$ cat src/lte_pkg.sv
// shared types and constants of the lsb text embedder
package lte_pkg;

    // field widths
    localparam int unsigned BYTE_W  = 8;
    localparam int unsigned HLEN_W  = 16;
    localparam int unsigned STAGE_W = 3;
    localparam int unsigned BIT_W   = 3;
    localparam int unsigned CIDX_W  = 1;
    localparam int unsigned CDATA_W = 16;

    // reset values of the configuration registers
    localparam logic [HLEN_W-1:0] HLEN_RST   = 16'd54;
    localparam logic [BYTE_W-1:0] MARKER_RST = 8'd178;

    // configuration register indexes
    localparam logic [CIDX_W-1:0] CFG_HEADER_LENGTH = 1'b0;
    localparam logic [CIDX_W-1:0] CFG_MARKER_BYTE   = 1'b1;

    // stage codes reported with each result word
    localparam logic [STAGE_W-1:0] STAGE_HEADER = 3'd0;
    localparam logic [STAGE_W-1:0] STAGE_START  = 3'd1;
    localparam logic [STAGE_W-1:0] STAGE_TEXT   = 3'd2;
    localparam logic [STAGE_W-1:0] STAGE_END    = 3'd3;
    localparam logic [STAGE_W-1:0] STAGE_COPY   = 3'd4;

    // last bit position of an embedded byte
    localparam logic [BIT_W-1:0] BIT_LAST = 3'd7;

    // embedding phase, one-hot
    typedef enum logic [4:0] {
        PH_HEADER = 5'b00001,
        PH_START  = 5'b00010,
        PH_TEXT   = 5'b00100,
        PH_END    = 5'b01000,
        PH_COPY   = 5'b10000
    } phase_t;

    // result of one step
    typedef struct packed {
        logic [BYTE_W-1:0]  out_byte;
        logic               text_taken;
        logic [STAGE_W-1:0] stage;
    } step_res_t;

endpackage

$ cat src/lte_core.sv
// embedding state machine and per-word bit substitution
module lte_core (
    input  logic                        aclk,
    input  logic                        aresetn,
    input  logic                        step_en,
    input  logic [lte_pkg::BYTE_W-1:0]  image_byte,
    input  logic [lte_pkg::BYTE_W-1:0]  text_byte,
    input  logic                        text_present,
    input  logic [lte_pkg::HLEN_W-1:0]  header_length,
    input  logic [lte_pkg::BYTE_W-1:0]  marker_byte,
    output lte_pkg::step_res_t          res
);
    import lte_pkg::*;

    phase_t              phase_reg, phase_next;
    logic [HLEN_W-1:0]   header_count_reg, header_count_next;
    logic [BIT_W-1:0]    bit_index_reg, bit_index_next;
    logic [BYTE_W-1:0]   bit_shifter_reg, bit_shifter_next;

    phase_t              eff_phase;
    logic [BIT_W-1:0]    eff_index;
    logic [BYTE_W-1:0]   src_byte;
    logic                in_header;

    // header check: once the count reaches the length the word starts the mark
    always_comb begin
        in_header = 1'b0;
        eff_phase = phase_reg;
        eff_index = bit_index_reg;
        if (phase_reg == PH_HEADER) begin
            if (header_count_reg < header_length) begin
                in_header = 1'b1;
            end else begin
                eff_phase = PH_START;
                eff_index = '0;
            end
        end
    end

    // pick the byte to embed, embed one bit, advance
    always_comb begin
        res.out_byte      = image_byte;
        res.text_taken    = 1'b0;
        res.stage         = STAGE_COPY;
        phase_next        = phase_reg;
        header_count_next = header_count_reg;
        bit_index_next    = bit_index_reg;
        bit_shifter_next  = bit_shifter_reg;
        src_byte          = bit_shifter_reg;

        if (in_header) begin
            res.stage         = STAGE_HEADER;
            header_count_next = header_count_reg + 1'b1;
        end else begin
            unique case (eff_phase)
                PH_START: begin
                    res.stage = STAGE_START;
                    if (eff_index == '0) begin
                        src_byte = marker_byte;
                    end
                    phase_next = (eff_index == BIT_LAST) ? PH_TEXT : PH_START;
                end
                PH_TEXT: begin
                    res.stage  = STAGE_TEXT;
                    phase_next = PH_TEXT;
                    if (eff_index == '0) begin
                        if (text_present) begin
                            src_byte       = text_byte;
                            res.text_taken = 1'b1;
                        end else begin
                            // text exhausted: this word opens the end mark
                            src_byte   = marker_byte;
                            res.stage  = STAGE_END;
                            phase_next = PH_END;
                        end
                    end
                end
                PH_END: begin
                    res.stage = STAGE_END;
                    if (eff_index == '0) begin
                        src_byte = marker_byte;
                    end
                    phase_next = (eff_index == BIT_LAST) ? PH_COPY : PH_END;
                end
                default: begin
                    res.stage  = STAGE_COPY;
                    phase_next = PH_COPY;
                end
            endcase

            // bit substitution for the embedding phases
            if (eff_phase == PH_START || eff_phase == PH_TEXT || eff_phase == PH_END) begin
                res.out_byte     = {image_byte[BYTE_W-1:1], src_byte[0]};
                bit_shifter_next = {1'b0, src_byte[BYTE_W-1:1]};
                bit_index_next   = (eff_index == BIT_LAST) ? '0 : eff_index + 1'b1;
            end
        end
    end

    // state registers
    always_ff @(posedge aclk) begin
        if (!aresetn) begin
            phase_reg        <= PH_HEADER;
            header_count_reg <= '0;
            bit_index_reg    <= '0;
            bit_shifter_reg  <= '0;
        end else if (step_en) begin
            phase_reg        <= phase_next;
            header_count_reg <= header_count_next;
            bit_index_reg    <= bit_index_next;
            bit_shifter_reg  <= bit_shifter_next;
        end
    end

endmodule

$ cat src/lsb_text_embedder.sv
// lsb text embedder: one input word in, one result word out, state in lte_core
// the result of an accepted input word is registered in the output register
// throughput: 1 word per cycle while m_tready is high; the output register accepts while being drained
// reset: synchronous, active low; clears phase, counters, output valid and
// restores header_length to 54 and marker_byte to 178; no clearing pass
module lsb_text_embedder (
    input  logic                         aclk,
    input  logic                         aresetn,
    // input stream
    input  logic                         s_tvalid,
    output logic                         s_tready,
    input  logic [15:0]                  s_tdata,   // image_byte[7:0], text_byte[15:8]
    input  logic                         s_tuser,   // text_present[0]
    // result stream
    output logic                         m_tvalid,
    input  logic                         m_tready,
    output logic [7:0]                   m_tdata,   // out_byte[7:0]
    output logic [3:0]                   m_tuser,   // text_taken[0], stage[3:1]
    // configuration writes
    input  logic                         cfg_valid,
    output logic                         cfg_ready,
    input  logic [lte_pkg::CIDX_W-1:0]   cfg_index,
    input  logic [lte_pkg::CDATA_W-1:0]  cfg_data
);
    import lte_pkg::*;

    logic [HLEN_W-1:0]  header_length_reg;
    logic [BYTE_W-1:0]  marker_byte_reg;
    logic               m_tvalid_reg;
    step_res_t          res_reg;
    step_res_t          res;
    logic               accept;

    // configuration registers
    assign cfg_ready = 1'b1;

    always_ff @(posedge aclk) begin
        if (!aresetn) begin
            header_length_reg <= HLEN_RST;
            marker_byte_reg   <= MARKER_RST;
        end else if (cfg_valid && cfg_ready) begin
            unique case (cfg_index)
                CFG_HEADER_LENGTH: header_length_reg <= cfg_data;
                CFG_MARKER_BYTE:   marker_byte_reg   <= cfg_data[BYTE_W-1:0];
                default: ;
            endcase
        end
    end

    // input handshake
    assign s_tready = !m_tvalid_reg || m_tready;
    assign accept   = s_tvalid && s_tready;

    lte_core u_core (
        .aclk          (aclk),
        .aresetn       (aresetn),
        .step_en       (accept),
        .image_byte    (s_tdata[BYTE_W-1:0]),
        .text_byte     (s_tdata[2*BYTE_W-1:BYTE_W]),
        .text_present  (s_tuser),
        .header_length (header_length_reg),
        .marker_byte   (marker_byte_reg),
        .res           (res)
    );

    // output register
    always_ff @(posedge aclk) begin
        if (!aresetn) begin
            m_tvalid_reg <= 1'b0;
        end else if (accept) begin
            m_tvalid_reg <= 1'b1;
        end else if (m_tready) begin
            m_tvalid_reg <= 1'b0;
        end
    end

    always_ff @(posedge aclk) begin
        if (accept) begin
            res_reg <= res;
        end
    end

    assign m_tvalid = m_tvalid_reg;
    assign m_tdata  = res_reg.out_byte;
    assign m_tuser  = {res_reg.stage, res_reg.text_taken};

endmodule

$ cat config.mk
export PLATFORM = sky130hd
export DESIGN_NAME = lsb_text_embedder
export DESIGN_NICKNAME = d
export VERILOG_FILES = /design/src/lte_pkg.sv /design/src/lte_core.sv /design/src/lsb_text_embedder.sv
export SDC_FILE = /design/constraint.sdc
export NUM_CORES = 1
export LEC_CHECK = 0
export ABC_AREA = 1
export BUFFER_PORTS_ARGS = -buffer_cell sky130_fd_sc_hd__clkbuf_2
export CAP_MARGIN = 5
export CORE_ASPECT_RATIO = 1.4
export CORE_MARGIN = 1.5
export CORE_UTILIZATION = 59
export DETAILED_ROUTE_END_ITERATION = 12
export PLACE_DENSITY = 0.82
export SETUP_SLACK_MARGIN = 0.2
export SLEW_MARGIN = 15
export SYNTH_ARGS = -nofsm -noshare
export SYNTH_HDL_FRONTEND = slang
export SYNTH_SLANG_ARGS = --single-unit
$ cat constraint.sdc
create_clock -name aclk -period 5.1 [get_ports aclk]
set_clock_uncertainty 0.05 [all_clocks]
set_input_delay 1.02 -clock aclk [delete_from_list [all_inputs] [get_ports aclk]]
set_output_delay 1.02 -clock aclk [all_outputs]
set_load 0.01 [all_outputs]
==> key figures, run 1 <==
Outcome
  – Status: finished clean

Finish
  – Final cell count without fillers: 621
  – Post-layout util: 0.672
  – FF/Latch Area: roughly 0.0015 mm2
  – ANT cells: 0
  – Fin area: slightly above 0.004 mm2
  – Area Growth Syn to Fin: 11.3%
  – Final nets: ~600
  – Multi-input gate area: 0.00188 mm2
  – Fillcell total: about 540
  – Share of cells above drive strength 1: 0.171

GRT
  – Largest net degree at the start of global routing: 38
  – Met3 GRT Util: 0.0531
  – Remaining Overflow, GRT: 0
  – Busiest layer in global routing: met2
  – GRT Util Overall: 0.262
  – Global Route met1 Usage: 0.271
  – Met2 Track Usage GR: 0.473
  – Initial antenna violation count: 0
  – Number of global-route vias before repair: between 3000 and 4000
  – First-pass GRT wire length: ~14000 um

Clock tree
  – Clock Pin Slew Worst Setup and Hold Paths: about 0.07 ns
  – CTS hold repair buffers: 0
  – Cts repair resizes: 0
  – Post-CTS Setup Bufs: 0
  – CTS buffer count: 9
  – Max Buffers Root-to-Sink: 2
  – CTS tree: built
  – Htree depth: 3
  – Clock sinks: slightly below 70
  – CTS root buffer: clkbuf_8
  – Clk Latency, worst-skew pair: around 0.34 ns

Min path
  – Worst hold path class: flop to flop

Pwr
  – Final Power: ~1.2 mW
  – Maximum VDD drop: roughly 250 uV
  – PwrDens: about 280 mW/mm2
  – Leakage: 1.96 nW

Die
  – Die area: ~0.0068 mm2
  – Ports: 54
  – Die Y: 96.7 um
  – Core ar.: between 0.006 and 0.007 mm2
  – Row Count: 34
  – Initial core utilization: 0.604
  – Die Span X: roughly 70 um

Placement
  – Placed cell count: 605
  – I/O Buffers: 52
  – Placed inst area: 0.00396 mm2
  – Dpl ws: between 2 and 2.5 ns
  – DP HPWL: ~6100 um
  – GPL Wtd Cong: just under 1

STA
  – Final WS setup: 2.20 ns
  – Tmin final: just under 3 ns
  – Slew of the pin with the lowest slew margin: 0.743 ns
  – Slew margin rel.: 0.504
  – RSZ-0062 raised after global routing: false
  – Hold Vio Cnt, Final: 0
  – Final Max Slew Viols: 0
  – Setup TNS: 0 ns
  – F_max: about 340 MHz
  – Hold slack: ~0.41 ns
  – Fin crit share: 0.569
  – Final setup fails: 0

Flow run
  – Max Cap Viol: 0

Synth
  – Post-synth ARST share: 0
  – Main combinational cell family by area after synthesis: simple AND/OR/NAND/NOR gates
  – Syn Std Cell Area: 0.00370 mm2
  – Syn_nets: between 500 and 600
  – Multiplexer share of the synthesized area: 0
  – Ys Warns: 0
  – Synthesized area per cell: between 7 and 8 um2
  – Number of synthesized flops with an enable pin: 12
  – Post-Synth XOR/XNOR Area: 0.0189
  – Count leader, synth: nand2_1
  – Cell accounting for the most synthesized area: dfxtp_1
  – Post-synthesis compound-gate area fraction: 0.129
  – Post-Synth Simple-Gate Area: 0.295
  – Post-synthesis cell count: 498
  – Register area share after synthesis: 0.400
  – Yosys top cell area share: 0.303
  – Synth cell types: 35
  – Most used DFF post-synth: dfxtp_1
  – Top post-synthesis cells by area: dfxtp_1 (30%), nand2_1 (12%), edfxtp_1 (9.7%)
  – Synth cell count leaders: nand2_1 (123), inv_1 (62), dfxtp_1 (56)
  – Synth Register Bits: between 60 and 70
  – Adder-cell share of the synthesized area: 0.0642

Detailed routing
  – Vias: approximately 3400
  – Drt total wl: roughly 8300 um
  – Vias per cell: about 5.4
  – DRC Markers: 0
  – DRT antenna net count: 0
  – DR WL/cell: approximately 13 um
  – DR pass1 iterations: 4
  – Initial DRC Count: between 150 and 200

Worst setup path
  – CP Launch Type: flop
  – Required @ worst endpoint: ~5.2 ns
  – Max Fanout on Critical Path: 15
  – CP Class: flop to flop
  – CP endpoint kind: flop
  – Reg2reg setup slack: 2.20 ns
  – WP data arrival: around 3 ns
-- worst max-delay path: stages, from the launching register on --
cell	delay [ns]
dfxtp_1	0.32
inv_1	0.05
ha_1	0.32
nand4_1	0.14
nor3_1	0.21
nand2_2	0.10
nand2_4	0.12
nand2_8	0.09
nand2_1	0.12
ha_1	0.50
nand2_2	0.27
nand2_1	0.13
o21ai_0	0.09
nand2_1	0.07
nand3_1	0.08
-- final timing paths --
path / start / cells after the start / to
max: header_length_reg[15]$_SDFFE_PN0P_ / 14 / m_tdata[0]$_DFFE_PP_
min: u_core.bit_index_reg[0]$_SDFFE_PN0P_ / 2 / u_core.bit_index_reg[0]$_SDFFE_PN0P_
min reg2reg: u_core.bit_index_reg[0]$_SDFFE_PN0P_ / 2 / u_core.bit_index_reg[0]$_SDFFE_PN0P_
max reg2reg: header_length_reg[15]$_SDFFE_PN0P_ / 14 / m_tdata[0]$_DFFE_PP_
-- power breakdown --
| group | total [mW] | leakage [nW] | internal (mW) | switching [mW] |
|---|---|---|---|---|
| logic | 0.198 | 1.31 | 0.0648 | 0.133 |
| registers | 0.594 | 0.575 | 0.578 | 0.0163 |
| clock network | 0.375 | 0.0832 | 0.171 | 0.203 |
| total | 1.17 | 1.96 | 0.814 | 0.353 |
-- cells by family after synthesis --
logic type / count (synthesis)
and+or+nand+nor: 231
buffers and inverters: 83
adders and majority gates: 19
DFF: 68
xor gates and xnor gates: 8
AOI/OAI and AO/OA: 88
other: 1
-- final cells by class --
cell class | count | share of cell area
sequential | 68 | 0.360
timing repair buffer | 52 | 0.0632
clock buffer | 10 | 0.0310
multi-input combinational | 347 | 0.457
clock inverter | 6 | 0.00759
tap | 72 | 0.0219
inverter | 66 | 0.0601
-- routing by layer --
metal | vias up | part of all wire
li1 | 1711 | -
met1 | 1548 | 0.39
met2 | 86 | 0.53
met3 | 33 | 0.032
met4 | 0 | 0.046
met5 | - | 0
-- cell usage in the layout, fill, tap and decap left out, types with 3 or more instances in the layout --
master	Yosys	layout
nand4_1	8	8
nor3_1	13	13
clkbuf_8	0	9
edfxtp_1	12	12
o211ai_1	8	8
nand3_1	27	27
inv_1	62	62
ha_1	19	19
nand2_4	6	6
clkinv_2	0	4
inv_2	3	3
clkbuf_2	0	52
o21ai_0	31	31
nor4_1	4	4
nand2_2	9	9
xor2_1	5	5
nor2_1	32	32
a21oi_1	43	43
xnor2_1	3	3
nand2_1	123	123
dfxtp_1	56	56
(Power assumes the default switching activity.)
==> run 2: changes to the inputs <==
- CORE_UTILIZATION: 59 -> 52
- PLACE_DENSITY: 0.82 -> 0.77
- clock period: 5.1 -> 2.5 ns (I/O delays scaled with it)
==> key figures, run 2 (synthesized netlist as in run 1, its figures left out) <==
Outcome
  – Status: finished clean (unchanged)

Detailed routing
  – Drt total wl: 9180 um (was 8340 um)
  – Vias: 3527 (was 3378)
  – Routed wl met3: 464 um (was 264 um)
  – Top layer in use: met4 (unchanged)
  – Vias per cell: 5.30 (was 5.44)
  – Met2 wire len: 4920 um (was 4400 um)
  – M1 WL: 3390 um (was 3290 um)
  – DRC Markers: 0 (unchanged)
  – DRT antenna net count: 0 (unchanged)
  – DR WL/cell: 13.8 um (was 13.4 um)
  – DR pass1 iterations: 4 (unchanged)
  – Initial DRC Count: 171 (was 198)

Worst setup path
  – Reg2reg setup slack: 0.17 ns (was 2.20 ns)
  – CP Launch Type: flop (unchanged)
  – Required @ worst endpoint: 2.66 ns (was 5.15 ns)
  – Reg2Reg Depth: 15 (was 14)
  – CP endpoint kind: flop (unchanged)
  – Max Fanout on Critical Path: 13 (was 15)
  – R2R Path Start: u_core.header_count_reg[11]$_SDFFE_PN0P_ (was header_length_reg[15]$_SDFFE_PN0P_)
  – WP data arrival: 2.49 ns (was 2.95 ns)
  – RR Endpoint: u_core.phase_reg[2]$_SDFFE_PN0P_ (was m_tdata[0]$_DFFE_PP_)
  – CP Class: flop to flop (unchanged)

GRT
  – GRT Util Overall: 0.244 (was 0.262)
  – Initial antenna violation count: 0 (unchanged)
  – Number of global-route vias before repair: 3361 (was 3393)
  – Largest net degree at the start of global routing: 37 (was 38)
  – First-pass GRT wire length: 14200 um (was 14400 um)
  – Remaining Overflow, GRT: 0 (unchanged)

STA
  – Tmin final: 2.33 ns (was 2.90 ns)
  – Final setup fails: 0 (unchanged)
  – Hold slack: 0.264 ns (was 0.413 ns)
  – Setup TNS: 0 ns (unchanged)
  – RSZ-0062 raised after global routing: true (was false)
  – Slew of the pin with the lowest slew margin: 0.748 ns (was 0.743 ns)
  – Final Max Slew Viols: 0 (unchanged)
  – Slew margin rel.: 0.501 (was 0.504)
  – F_max: 430 MHz (was 345 MHz)
  – Hold Vio Cnt, Final: 0 (unchanged)
  – Fin crit share: 0.931 (was 0.569)

Placement
  – Placed inst area: 0.00410 mm2 (was 0.00396 mm2)
  – GPL Wtd Cong: 0.879 (was 0.965)
  – DP HPWL: 6240 um (was 6150 um)
  – I/O Buffers: 52 (unchanged)

Finish
  – Most common cell after layout, fill and taps aside: nand2_1 (unchanged)
  – Final nets: 623 (was 602)
  – Share of cells above drive strength 1: 0.298 (was 0.171)
  – ANT cells: 0 (unchanged)
  – Fin area: 0.00466 mm2 (was 0.00412 mm2)
  – Area Growth Syn to Fin: 25.8% (was 11.3%)
  – Commonest cells after routing, fill and taps aside: nand2_1 (116), clkbuf_2 (52), inv_1 (50) (was nand2_1 (123), inv_1 (62), dfxtp_1 (56))

Die
  – Die Y: 103 um (was 96.7 um)
  – Die Span X: 74.3 um (was 69.9 um)
  – Die area: 0.00764 mm2 (was 0.00676 mm2)
  – Core ar.: 0.00694 mm2 (was 0.00613 mm2)
  – Initial core utilization: 0.534 (was 0.604)
  – Ports: 54 (unchanged)
  – Row Count: 36 (was 34)

Flow run
  – Max Cap Viol: 0 (unchanged)

Min path
  – Hold Path Cell Cnt: 1 (was 2)
  – Worst Hold End: m_tdata[7]$_DFFE_PP_ (was u_core.bit_index_reg[0]$_SDFFE_PN0P_)
  – Worst hold path class: primary input to flop (was flop to flop)
  – Worst hold start: s_tdata[7] (was u_core.bit_index_reg[0]$_SDFFE_PN0P_)

Clock tree
  – Htree depth: 3 (unchanged)
  – CTS hold repair buffers: 0 (unchanged)
  – Clock Pin Slew Worst Setup and Hold Paths: 0.07 ns (about the same)
  – CTS buffer count: 9 (unchanged)
  – Clock sinks: 68 (unchanged)
  – Max Buffers Root-to-Sink: 2 (unchanged)
  – Clk Latency, worst-skew pair: 0.36 ns (was 0.34 ns)
  – CTS root buffer: clkbuf_8 (unchanged)
  – CTS tree: built (unchanged)

Pwr
  – PwrDens: 572 mW/mm2 (was 283 mW/mm2)
  – Final Power: 2.66 mW (was 1.17 mW)
  – Leakage: 2.09 nW (was 1.96 nW)
  – Psw: 0.763 mW (was 0.353 mW)
  – Comb pwr share: 0.174 (was 0.170)
  – Clock power frac: 0.371 (was 0.321)
  – Switching Share: 0.286 (was 0.302)
  – Maximum VDD drop: 374 uV (was 250 uV)
  – Sequential power share: 0.455 (was 0.509)
  – Pint: 1.90 mW (was 0.814 mW)
## run 2: changes by cell type in the layout (fill, tap and decap cells not counted), sizes merged
cell / before / now
buf: 0 / 20
bufinv: 0 / 2
clkinv: 6 / 5
clkinvlp: 1 / 0
nand2: 139 / 140
## run 2: final cells by class
class / count / area (um2)
timing repair buffer: 72 / 425
tap: 95 / 119
fill: 586 / 2280
clock inverter: 6 / 78.8
inverter: 66 / 248
multi-input combinational: 348 / 2150
sequential: 68 / 1510
clock buffer: 10 / 128
## run 2: stage by stage
step           worst slack, ns  utilization  instances
6_report                 0.173        0.671        665
5_1_grt                 0.0623        0.671        665
4_1_cts                  0.201        0.636        660
3_5_place_dp            0.0261        0.591        643
3_3_place_gp             0.149        0.591        643
2_1_floorplan            0.176            -        498
## run 2: worst max path at each step
stage	start	to	depth (start not counted)
global route	header_length_reg[11]$_SDFFE_PN0P_	u_core.phase_reg[2]$_SDFFE_PN0P_	16
floorplan	header_length_reg[9]$_SDFFE_PN0P_	m_tdata[0]$_DFFE_PP_	16
detailed placement	header_length_reg[5]$_SDFFE_PN1P_	m_tdata[0]$_DFFE_PP_	15
finish	u_core.header_count_reg[11]$_SDFFE_PN0P_	u_core.phase_reg[2]$_SDFFE_PN0P_	15
global placement	header_length_reg[5]$_SDFFE_PN1P_	m_tdata[0]$_DFFE_PP_	15
CTS	header_length_reg[11]$_SDFFE_PN0P_	u_core.phase_reg[3]$_SDFFE_PN0P_	17
## run 2: repair_timing
action | CTS | global route
resized for setup | 25 | 51
pin swaps | 12 | 21
setup endpoints to repair | 20 | 33
hold endpoints to repair | 0 | 0
cloned | 0 | 1
setup buffers | 1 | 4
## run 2: power by group through the flow
stage | clock network (mW) | registers, mW | logic [mW]
4_1_cts | 0.996 | 1.21 | 0.434
2_1_floorplan | 0 | 1.24 | 0.289
3_5_place_dp | 0 | 1.24 | 0.426
5_1_grt | 1.04 | 1.22 | 0.520
3_3_place_gp | 0 | 1.23 | 0.413
6_report | 0.988 | 1.21 | 0.464
## run 2: layer usage
| metal | vias up | GRT usage |
|---|---|---|
| met2 | 104 | 0.446 |
| met4 | 0 | 0.155 |
| met3 | 32 | 0.0499 |
| li1 | 1757 | - |
| met5 | - | 0 |
| met1 | 1634 | 0.246 |
## run 2: worst max-delay path: stages (launching register included)
cell and delay, ns:
dfxtp_4 0.37, ha_4 0.28, nand2_4 0.05, o21bai_1 0.14, a21oi_1 0.18, nor2_2 0.07, nand2_4 0.11, nand2_8 0.07
nand2_4 0.10, ha_4 0.18, buf_6 0.16, nand3_1 0.11, nand2_1 0.10, nand2_1 0.08, nand2_1 0.06, a21oi_1 0.05
